`config.mk`:
```
export PLATFORM = sky130hd
export DESIGN_NAME = grid_triangle_strip_indexer
export DESIGN_NICKNAME = d
export VERILOG_FILES = /design/src/rtl/gtsi_pkg.sv /design/src/rtl/gtsi_cfg.sv /design/src/rtl/gtsi_core.sv /design/src/rtl/grid_triangle_strip_indexer.sv
export VERILOG_INCLUDE_DIRS = /design/src /design/src/rtl
export SDC_FILE = /design/constraint.sdc
export NUM_CORES = 1
export LEC_CHECK = 0
export BUFFER_PORTS_ARGS = -buffer_cell sky130_fd_sc_hd__buf_4
export CORE_MARGIN = 5
export CORE_UTILIZATION = 30
export CTS_BUF_LIST = sky130_fd_sc_hd__clkbuf_16
export DETAILED_ROUTE_END_ITERATION = 6
export PLACE_DENSITY = 0.51
export SYNTH_ARGS = -nofsm -noshare
export SYNTH_HDL_FRONTEND = slang
export SYNTH_HIERARCHICAL = 1
export SYNTH_SLANG_ARGS = --single-unit
```
`constraint.sdc`:
```
create_clock -name i_clk -period 9.6 [get_ports i_clk]
set_input_delay 1.92 -clock i_clk [delete_from_list [all_inputs] [get_ports i_clk]]
set_output_delay 1.92 -clock i_clk [all_outputs]
set_load 0.02 [all_outputs]
```
`src/rtl/grid_triangle_strip_indexer_macros.svh`:
```
// Assertion macros used by the top-level RTL file.
`ifndef GRID_TRIANGLE_STRIP_INDEXER_MACROS_SVH
`define GRID_TRIANGLE_STRIP_INDEXER_MACROS_SVH

// The consequent must hold in the same cycle as the antecedent.
`define GTSI_ASSERT_NOW(label, clk, rst_n, ante, cons, msg) \
    label: assert property (@(posedge clk) disable iff (!rst_n) (ante) |-> (cons)) \
        else $error(msg);

// The consequent must hold in the cycle after the antecedent.
`define GTSI_ASSERT_NEXT(label, clk, rst_n, ante, cons, msg) \
    label: assert property (@(posedge clk) disable iff (!rst_n) (ante) |=> (cons)) \
        else $error(msg);

`endif

```
`src/rtl/gtsi_pkg.sv`:
```
package gtsi_pkg;

    localparam int unsigned MAX_SIDE   = 256;
    localparam int unsigned SIDE_W     = $clog2(MAX_SIDE + 1);
    localparam int unsigned POS_W      = $clog2(MAX_SIDE);
    localparam int unsigned INDEX_W    = 16;
    localparam int unsigned CFG_IDX_W  = 8;

    localparam logic [SIDE_W-1:0] COLS_RESET = SIDE_W'(64);
    localparam logic [SIDE_W-1:0] ROWS_RESET = SIDE_W'(64);
    localparam logic [SIDE_W-1:0] COLS_MIN   = SIDE_W'(1);
    localparam logic [SIDE_W-1:0] ROWS_MIN   = SIDE_W'(2);
    localparam logic [SIDE_W-1:0] SIDE_MAX   = SIDE_W'(MAX_SIDE);

    // Configuration register indexes.
    localparam logic [CFG_IDX_W-1:0] REG_GRID_COLUMNS = CFG_IDX_W'(0);
    localparam logic [CFG_IDX_W-1:0] REG_GRID_ROWS    = CFG_IDX_W'(1);

    typedef enum logic [1:0] {
        PH_TOP    = 2'd0,
        PH_BOTTOM = 2'd1,
        PH_DEGEN  = 2'd2
    } t_phase;

    // Clamped grid geometry.
    typedef struct packed {
        logic [SIDE_W-1:0] cols;
        logic [SIDE_W-1:0] rows;
    } t_geom;

    typedef struct packed {
        logic               emit;
        logic [INDEX_W-1:0] vertex_index;
        logic               last_index;
    } t_result;

    typedef struct packed {
        logic   done;
        t_phase phase;
    } t_status;

endpackage

```
`src/rtl/gtsi_cfg.sv`:
```
module gtsi_cfg (
    input  logic                              i_clk,
    input  logic                              i_rst_n,
    input  logic                              i_cfg_valid,
    input  logic [gtsi_pkg::CFG_IDX_W-1:0]    i_cfg_index,
    input  logic [gtsi_pkg::SIDE_W-1:0]       i_cfg_data,
    output gtsi_pkg::t_geom                   o_geom
);
    import gtsi_pkg::*;

    logic [SIDE_W-1:0] r_cols;
    logic [SIDE_W-1:0] r_rows;

    always_ff @(posedge i_clk) begin
        if (!i_rst_n) begin
            r_cols <= COLS_RESET;
            r_rows <= ROWS_RESET;
        end else if (i_cfg_valid) begin
            if (i_cfg_index == REG_GRID_COLUMNS) begin
                r_cols <= i_cfg_data;
            end
            if (i_cfg_index == REG_GRID_ROWS) begin
                r_rows <= i_cfg_data;
            end
        end
    end

    // Out-of-range register values are clamped into the legal grid sides.
    always_comb begin
        o_geom.cols = r_cols;
        if (r_cols < COLS_MIN) begin
            o_geom.cols = COLS_MIN;
        end else if (r_cols > SIDE_MAX) begin
            o_geom.cols = SIDE_MAX;
        end
        o_geom.rows = r_rows;
        if (r_rows < ROWS_MIN) begin
            o_geom.rows = ROWS_MIN;
        end else if (r_rows > SIDE_MAX) begin
            o_geom.rows = SIDE_MAX;
        end
    end

endmodule

```
`src/rtl/gtsi_core.sv`:
```
module gtsi_core (
    input  logic              i_clk,
    input  logic              i_rst_n,
    input  logic              i_step,
    input  logic              i_restart,
    input  gtsi_pkg::t_geom   i_geom,
    output gtsi_pkg::t_result o_result,
    output gtsi_pkg::t_status o_status
);
    import gtsi_pkg::*;

    logic [POS_W-1:0]   r_col, n_col;
    logic [POS_W-1:0]   r_row, n_row;
    logic [INDEX_W-1:0] r_base, n_base;
    logic               r_done, n_done;
    t_phase             r_phase, n_phase;

    logic [POS_W-1:0]   cur_col;
    logic [POS_W-1:0]   cur_row;
    logic [INDEX_W-1:0] cur_base;
    logic               cur_done;
    t_phase             cur_phase;
    logic               odd_row;
    logic               row_end;
    logic               strip_end;
    logic [SIDE_W-1:0]  cols_m1;

    always_ff @(posedge i_clk) begin
        if (!i_rst_n) begin
            r_col   <= '0;
            r_row   <= '0;
            r_base  <= '0;
            r_done  <= 1'b1;
            r_phase <= PH_TOP;
        end else if (i_step) begin
            r_col   <= n_col;
            r_row   <= n_row;
            r_base  <= n_base;
            r_done  <= n_done;
            r_phase <= n_phase;
        end
    end

    always_comb begin
        // A restart takes effect before the step that it comes with.
        cur_col   = i_restart ? '0 : r_col;
        cur_row   = i_restart ? '0 : r_row;
        cur_base  = i_restart ? '0 : r_base;
        cur_done  = i_restart ? 1'b0 : r_done;
        cur_phase = i_restart ? PH_TOP : r_phase;

        cols_m1   = i_geom.cols - SIDE_W'(1);
        odd_row   = cur_row[0];
        row_end   = odd_row ? (cur_col == '0) : ({1'b0, cur_col} >= cols_m1);
        strip_end = {1'b0, cur_row} >= (i_geom.rows - SIDE_W'(2));

        n_col   = cur_col;
        n_row   = cur_row;
        n_base  = cur_base;
        n_done  = cur_done;
        n_phase = cur_phase;

        o_result.emit         = !cur_done;
        o_result.last_index   = 1'b0;
        o_result.vertex_index = cur_base + INDEX_W'(cur_col);

        if (!cur_done) begin
            case (cur_phase)
                PH_BOTTOM: begin
                    o_result.vertex_index = cur_base + INDEX_W'(cur_col)
                                          + INDEX_W'(i_geom.cols);
                    if (!row_end) begin
                        n_col   = odd_row ? cur_col - POS_W'(1) : cur_col + POS_W'(1);
                        n_phase = PH_TOP;
                    end else if (strip_end) begin
                        o_result.last_index = 1'b1;
                        n_done  = 1'b1;
                        n_phase = PH_TOP;
                    end else begin
                        n_phase = PH_DEGEN;
                    end
                end
                PH_DEGEN: begin
                    n_row   = cur_row + POS_W'(1);
                    n_base  = cur_base + INDEX_W'(i_geom.cols);
                    n_col   = odd_row ? '0 : cols_m1[POS_W-1:0];
                    n_phase = PH_TOP;
                end
                default: begin
                    n_phase = PH_BOTTOM;
                end
            endcase
        end
    end

    assign o_status.done  = r_done;
    assign o_status.phase = r_phase;

endmodule

```
`src/rtl/grid_triangle_strip_indexer.sv`:
```
// Channel     | Direction | Payload
// s_axis      | in        | tdata[0] restart, tdata[7:1] zero
// m_axis      | out       | tdata[15:0] vertex_index, tlast last_index
// cfg         | in        | index 0 grid_columns, 1 grid_rows, data[8:0]
//
// One request enters the input register per cycle while tready is high; its index
// is registered in the output register as it advances, through combinational step logic.
// Requests while the strip is finished produce no index but are still consumed.
// Reset is synchronous and active low and leaves the block idle until a restart.
// A stall on m_axis holds the output register and backs up s_axis tready.
`include "grid_triangle_strip_indexer_macros.svh"

module grid_triangle_strip_indexer (
    input  logic                                i_clk,
    input  logic                                i_rst_n,
    input  logic                                i_s_axis_tvalid,
    output logic                                o_s_axis_tready,
    input  logic [7:0]                          i_s_axis_tdata,   // [0] restart
    output logic                                o_m_axis_tvalid,
    input  logic                                i_m_axis_tready,
    output logic [gtsi_pkg::INDEX_W-1:0]        o_m_axis_tdata,   // [15:0] vertex_index
    output logic                                o_m_axis_tlast,   // last_index
    input  logic                                i_cfg_valid,
    output logic                                o_cfg_ready,
    input  logic [gtsi_pkg::CFG_IDX_W-1:0]      i_cfg_index,
    input  logic [gtsi_pkg::SIDE_W-1:0]         i_cfg_data
);
    import gtsi_pkg::*;

    logic               r_in_valid;
    logic               r_in_restart;
    logic               r_out_valid;
    logic [INDEX_W-1:0] r_out_index;
    logic               r_out_last;
    logic               advance;
    t_geom              geom;
    t_result            result;
    t_status            status;

    assign o_cfg_ready = 1'b1;

    gtsi_cfg u_cfg (
        .i_clk       (i_clk),
        .i_rst_n     (i_rst_n),
        .i_cfg_valid (i_cfg_valid),
        .i_cfg_index (i_cfg_index),
        .i_cfg_data  (i_cfg_data),
        .o_geom      (geom)
    );

    // The held request moves on once the output register is free or being drained.
    assign advance         = r_in_valid && (!r_out_valid || i_m_axis_tready);
    assign o_s_axis_tready = !r_in_valid || advance;

    gtsi_core u_core (
        .i_clk     (i_clk),
        .i_rst_n   (i_rst_n),
        .i_step    (advance),
        .i_restart (r_in_restart),
        .i_geom    (geom),
        .o_result  (result),
        .o_status  (status)
    );

    always_ff @(posedge i_clk) begin
        if (!i_rst_n) begin
            r_in_valid <= 1'b0;
        end else if (o_s_axis_tready) begin
            r_in_valid <= i_s_axis_tvalid;
        end
    end

    always_ff @(posedge i_clk) begin
        if (o_s_axis_tready) begin
            r_in_restart <= i_s_axis_tdata[0];
        end
    end

    always_ff @(posedge i_clk) begin
        if (!i_rst_n) begin
            r_out_valid <= 1'b0;
        end else if (advance) begin
            r_out_valid <= result.emit;
        end else if (i_m_axis_tready) begin
            r_out_valid <= 1'b0;
        end
    end

    always_ff @(posedge i_clk) begin
        if (advance) begin
            r_out_index <= result.vertex_index;
            r_out_last  <= result.last_index;
        end
    end

    assign o_m_axis_tvalid = r_out_valid;
    assign o_m_axis_tdata  = r_out_index;
    assign o_m_axis_tlast  = r_out_last;

    `GTSI_ASSERT_NEXT(a_restart_emits, i_clk, i_rst_n, advance && r_in_restart, r_out_valid, "restart request produced no index")
    `GTSI_ASSERT_NOW(a_last_ends_strip, i_clk, i_rst_n, r_out_valid && r_out_last && !r_in_valid, status.done, "last index shown while strip still running")
    `GTSI_ASSERT_NOW(a_geom_clamped, i_clk, i_rst_n, 1'b1, (geom.cols != '0) && (geom.cols <= SIDE_MAX) && (geom.rows >= ROWS_MIN) && (geom.rows <= SIDE_MAX), "grid geometry outside clamped range")

endmodule
```
==> flow_metrics.env, run 1 <==
export IMPL_finalSetupViolCount=0
export IMPL_worst_setup_path_end_kind="output pin"
export IMPL_start_kind="input port"
export IMPL_final_hold_violation_count=0
export IMPL_routedWlPerCell_um=14.6
export IMPL_rsz0062_at_grt="false"
export IMPL_start_util=0.305
export IMPL_powerDensity_mw_per_mm2=109
export IMPL_dieHeight_um=150
export IMPL_crit_buf_inv=2
export IMPL_fill_cells=2078
export IMPL_run_status="finished, final reports clean"
export IMPL_grt_pass1_vias=4672
export IMPL_worstPathArrival_ns=2.35
export IMPL_gp_congestion=0.821
export IMPL_cts_sinks=73
export IMPL_root_buffer="clkbuf_16"
export IMPL_place_area_mm2=0.00640
export IMPL_area_growth_pct=13.4
export IMPL_grtUsageTotal=0.134
export IMPL_ant_nets=0
export IMPL_grt_antenna_before_repair=0
export IMPL_row_count=51
export IMPL_synth_cells=706
export IMPL_vias=4868
export IMPL_postLayoutCellArea_mm2=0.00670
export IMPL_fin_nets=806
export IMPL_crit_path_frequent_cell="buf_4"
export IMPL_routed_wl_um=14600
export IMPL_crit_family="buffers and inverters"
export IMPL_leakagePower_nw=2.85
export IMPL_die_area_mm2=0.0226
export IMPL_drc_errors=0
export IMPL_seq_area_mm2=0.00164
export IMPL_cp_slowest_cell="buf_4"
export IMPL_synth_area_mm2=0.00591
export IMPL_crit_chain="buf_4 > nand3b_4 > buf_4"
export IMPL_required_ns=7.68
export IMPL_fmax_mhz=234
export IMPL_cp_slowest_stage_delay_ns=0.16
export IMPL_coreArea_mm2=0.0194
export IMPL_syn_nets=785
export IMPL_fin_skew_ns=0.00809
export IMPL_finalSetupTns_ns=0
export IMPL_multiInputGateArea_mm2=0.00399
export IMPL_grt_max_degree=68
export IMPL_tritoncts="done"
export IMPL_worst_pin_slew_ns=0.869
export IMPL_syn_avg_cell_area_um2=8.37
export IMPL_grt_first_pass_wirelength_um=24300
export IMPL_max_vdd_ir_drop_v=0.0000746
export IMPL_clkTransAtPathRegs_ns=0.06
export IMPL_cts_hold_buf=0
export IMPL_cp_max_fo=3
export IMPL_clk_insertion_delay_late_ns=0.34
export IMPL_maxSlewViolCount=0
export IMPL_drt_iter0_markers=310
export IMPL_post_cts_resized=0
export IMPL_post_dp_hpwl_um=10700
export IMPL_port_buffers=41
export IMPL_clock_path_buffers=2
export IMPL_ys_warn_count=6
export IMPL_layout_drive_gt1_share=0.122
export IMPL_cts_buffers=9
export IMPL_max_cap_violations=0
export IMPL_fin_crit_ns=4.27
export IMPL_overflow=0
export IMPL_finalPower_w=0.000727
export IMPL_ios=50
export IMPL_finalCritPeriodShare=0.444
export IMPL_cts_max_level=3
export IMPL_drtPass1Iterations=4
export IMPL_post_cts_buffers=0
export IMPL_vias_per_cell=4.88
export IMPL_critPathKind="in -> out"
export IMPL_maxSlewHeadroom=0.420
export IMPL_die_width_um=150
export IMPL_hp_class="reg -> reg"
[layout by cell type, fill, tap and decap left out, types with 3 or more instances in the layout]
| master | n |
|---|---|
| nor3_1 | 17 |
| xnor2_1 | 42 |
| ha_1 | 47 |
| nor2_1 | 37 |
| o21ai_1 | 6 |
| nand3b_1 | 4 |
| o21ai_0 | 29 |
| o211ai_1 | 4 |
| nor2b_1 | 49 |
| inv_1 | 20 |
| o22ai_1 | 3 |
| a211oi_1 | 6 |
| buf_4 | 45 |
| and3_1 | 9 |
| nor4_1 | 4 |
| o21a_1 | 5 |
| mux2i_1 | 20 |
| nand3_1 | 17 |
| nand2_1 | 94 |
| nand2b_1 | 6 |
| a21boi_1 | 3 |
| a22oi_1 | 8 |
| a21oi_1 | 29 |
| and2_1 | 17 |
| xor2_1 | 19 |
| a21o_1 | 12 |
| a31oi_1 | 5 |
| mux2_2 | 4 |
| dfxtp_1 | 55 |
| o221ai_1 | 8 |
| or4_1 | 3 |
| nand4_1 | 6 |
| or2_2 | 3 |
| clkbuf_16 | 9 |
| edfxtp_1 | 18 |
| or3_1 | 3 |
[metal layers]
metal	wire [um]	track usage	vias to the layer above	part of all wire
met4	129	0.0329	0	0.0088
met2	6270	0.206	93	0.43
met3	599	0.0229	9	0.041
met5	0	0	-	0
li1	-	-	2552	-
met1	7620	0.195	2214	0.52
[tightest hold or removal path, cell delays in order (launching register included)]
cell     delay, ns
dfxtp_1       0.31
nand2_1       0.05
mux2i_1       0.05
[worst paths after layout]
check,slack [ns],cells past startpoint,endpoint,startpoint
min,0.46,2,u_cfg/r_rows[1],u_cfg/r_rows[1]
min reg2reg,0.46,2,u_cfg/r_rows[1],u_cfg/r_rows[1]
max,5.33,3,o_s_axis_tready,i_m_axis_tready
max reg2reg,5.36,18,o_m_axis_tdata[14],r_in_restart
[through the flow]
step	hold WS, ns	instances	util	worst slack [ns]
after floorplan	0.431	706	-	5.42
after global placement	0.445	981	0.330	5.13
after detailed placement	0.449	981	0.330	5.17
after CTS	0.459	997	0.345	5.33
after global routing	0.496	997	0.345	4.97
final	0.458	998	0.345	5.33
[power breakdown]
part	switching (W)	leakage, nW	internal, W
clock network	0.000139	0.143	0.000201
logic	0.0000390	2.09	0.0000234
registers	0.00000411	0.615	0.000320
total	0.000182	2.85	0.000545
[flip-flops by register name, summed over array words and instances, names as in the netlist, 2 cells and up]
register / cells
u_core/r_col: 8
u_core/r_base: 16
u_core/r_phase: 2
u_core/r_row: 8
u_cfg/r_rows: 9
u_cfg/r_cols: 9
o_m_axis_tdata: 16
[area by class of cell]
class / count / share of cell area
Antenna cell: 1 / 0.000374
Clock buffer: 9 / 0.0336
Clock inverter: 7 / 0.0106
Inverter: 24 / 0.0148
Multi-Input combinational cell: 574 / 0.596
Sequential cell: 73 / 0.245
Tap cell: 265 / 0.0495
Timing Repair Buffer: 45 / 0.0504
Note: power is estimated with default switching activity, not from simulation.
==> inputs of run 2 (changes only) <==
Settings changed: PLACE_DENSITY 0.51 to 0.52.
Clock period 9.6 ns to 3.8 ns, I/O delays scaled along.
==> run 2 against run 1 <==
Effect of this change: die area stayed put; global-route usage rose by 0.45 points; hold slack improved by 0.0025 ns; clock power grew 150%; clock-buffer cell count did not move; sequential share of layout area shrank 1.1 points; utilization grew 1.5 points; via count grew 3.1%; first-iteration DRC count is 6.1% lower; critical path depth is 15 higher; setup slack got worse by 5.1 ns; sequential cell count is the same; critical endpoint is now o_m_axis_tdata[14]; largest power group unchanged; highest routed layer unchanged.
==> flow_metrics.env, run 2 (synthesis results as in run 1) <==
export IMPL_cp_max_fo=5
export IMPL_start_util=0.305
export IMPL_fin_nets=843
export IMPL_area_growth_pct=18.5
export IMPL_root_buffer="clkbuf_16"
export IMPL_finalCritPeriodShare=0.939
export IMPL_worstPathArrival_ns=3.67
export IMPL_leakagePower_nw=3.04
export IMPL_worst_pin_slew_ns=0.938
export IMPL_rr_endpoint="o_m_axis_tdata[14]"
export IMPL_maxSlewViolCount=0
export IMPL_critPathKind="reg -> reg"
export IMPL_drtPass1Iterations=4
export IMPL_die_area_mm2=0.0226
export IMPL_crit_family="simple AND/OR/NAND/NOR gates"
export IMPL_grt_max_degree=68
export IMPL_fin_skew_ns=0.0108
export IMPL_diodes=0
export IMPL_grtUsageTotal=0.138
export IMPL_finalSetupTns_ns=0
export IMPL_cp_slowest_stage_delay_ns=0.57
export IMPL_max_cap_violations=0
export IMPL_start_kind="register"
export IMPL_layout_drive_gt1_share=0.173
export IMPL_coreArea_mm2=0.0194
export IMPL_required_ns=3.90
export IMPL_grt_first_pass_wirelength_um=24800
export IMPL_port_buffers=41
export IMPL_routed_wl_um=15100
export IMPL_rsz0062_at_grt="false"
export IMPL_routedWlPerCell_um=14.6
export IMPL_max_vdd_ir_drop_v=0.000217
export IMPL_final_hold_violation_count=0
export IMPL_dp_cells=1016
export IMPL_dieHeight_um=150
export IMPL_worst_setup_path_end_kind="register"
export IMPL_hp_start="u_cfg/r_rows[0]"
export IMPL_cp_slowest_cell="edfxtp_1"
export IMPL_layout_common_cells="92 x nand2_1, 81 x buf_4, 55 x dfxtp_1"
export IMPL_hp_class="reg -> reg"
export IMPL_row_count=51
export IMPL_clk_insertion_delay_late_ns=0.35
export IMPL_crit_path_frequent_cell="ha_1"
export IMPL_drc_errors=0
export IMPL_clock_path_buffers=2
export IMPL_cts_hold_buf=0
export IMPL_reg2reg_from="r_in_restart"
export IMPL_maxSlewHeadroom=0.370
export IMPL_clkTransAtPathRegs_ns=0.06
export IMPL_ant_nets=0
export IMPL_min_path_cells=2
export IMPL_layout_commonest_cell="nand2_1"
export IMPL_vias=5017
export IMPL_cts_buffers=9
export IMPL_overflow=0
export IMPL_r2r_slack_ns=0.23
export IMPL_run_status="finished, final reports clean"
export IMPL_r2r_cells=18
export IMPL_fin_crit_ns=3.57
export IMPL_cts_sinks=73
export IMPL_fin_cells=1034
export IMPL_crit_chain="inv_6 > nand2_8 > inv_4 > ha_1 > ha_1 > o311a_1 > o21ai_1 > xnor2_1 > ha_1 > buf_4 > nand2_1 > o21ai_2 > nand3_1 > nand2_1 > a21oi_2 > nor3_2 > and4bb_1 > xnor2_1"
export IMPL_cts_max_level=3
export IMPL_ios=50
export IMPL_finalSetupViolCount=0
export IMPL_post_dp_hpwl_um=11400
export IMPL_gp_congestion=0.801
export IMPL_tritoncts="done"
export IMPL_die_width_um=150
export IMPL_fmax_mhz=280
export IMPL_worstHoldEndpoint="u_cfg/r_rows[0]"
export IMPL_grt_pass1_vias=4905
export IMPL_fill_cells=2036
export IMPL_grt_antenna_before_repair=0
export IMPL_drt_iter0_markers=291
export IMPL_powerDensity_mw_per_mm2=262
export IMPL_crit_buf_inv=3
export IMPL_vias_per_cell=4.85
[run 2: worst max-delay path by stage]
stage	slack, ns	cells after the start	to	startpoint
floorplan	0.03	20	o_m_axis_tdata[14]	r_in_restart
global placement	0.04	15	o_m_axis_tdata[15]	r_in_restart
detailed placement	0.03	15	o_m_axis_tdata[15]	r_in_restart
CTS	0.0006	15	o_m_axis_tdata[15]	r_in_restart
global route	0.007	19	o_m_axis_tdata[15]	r_in_restart
finish	0.23	18	o_m_axis_tdata[14]	r_in_restart
[run 2: timing repair]
action                                 4_1_cts  5_1_grt
buffers inserted                             0        2
endpoints found under the hold margin        0        0
setup endpoints to repair                    0        6
gates resized for setup                      0       11
[run 2: layout make-up]
class                           instances  area, um^2  share of cell area
Tap cell                              265         332              0.0474
Clock buffer                            9         225              0.0322
Timing Repair Buffer                   82         619              0.0885
Sequential cell                        73        1640               0.235
Inverter                               24        98.8              0.0141
Multi-Input combinational cell        574        4020               0.574
Clock inverter                          7        62.6             0.00894
[run 2: per-layer routing]
metal | vias up | global-route usage | wire [um]
li1 | 2628 | - | -
met1 | 2297 | 0.191 | 7510
met2 | 82 | 0.219 | 6750
met3 | 10 | 0.0316 | 660
met4 | 0 | 0.0348 | 151
met5 | - | 0 | 0
[run 2: worst register-to-register path, stage by stage (launching register included)]
cell and delay (ns):
edfxtp_1 0.57, inv_6 0.07, nand2_8 0.10, inv_4 0.04
ha_1 0.22, ha_1 0.23, o311a_1 0.36, o21ai_1 0.17
xnor2_1 0.11, ha_1 0.32, buf_4 0.12, nand2_1 0.05
o21ai_2 0.15, nand3_1 0.09, nand2_1 0.12, a21oi_2 0.07
nor3_2 0.21, and4bb_1 0.23, xnor2_1 0.06
[run 2: metrics by stage]
step	hold slack, ns	area [um^2]	utilization	total power (W)	worst slack [ns]
after floorplan	0.431	5920	-	0.000937	0.0310
after global placement	0.445	6670	0.344	0.00101	0.0400
after detailed placement	0.451	6670	0.344	0.00101	0.0273
after CTS	0.460	6950	0.358	0.00186	0.000551
after global routing	0.496	7000	0.361	0.00191	0.00724
final	0.460	7000	0.361	0.00183	0.231
[run 2: where the power goes]
part           total [W]  leakage [nW]  internal [W]  switching (W)
registers       0.000819         0.615      0.000810     0.00000942
clock network   0.000842         0.142      0.000501       0.000341
logic           0.000170          2.28     0.0000682       0.000102
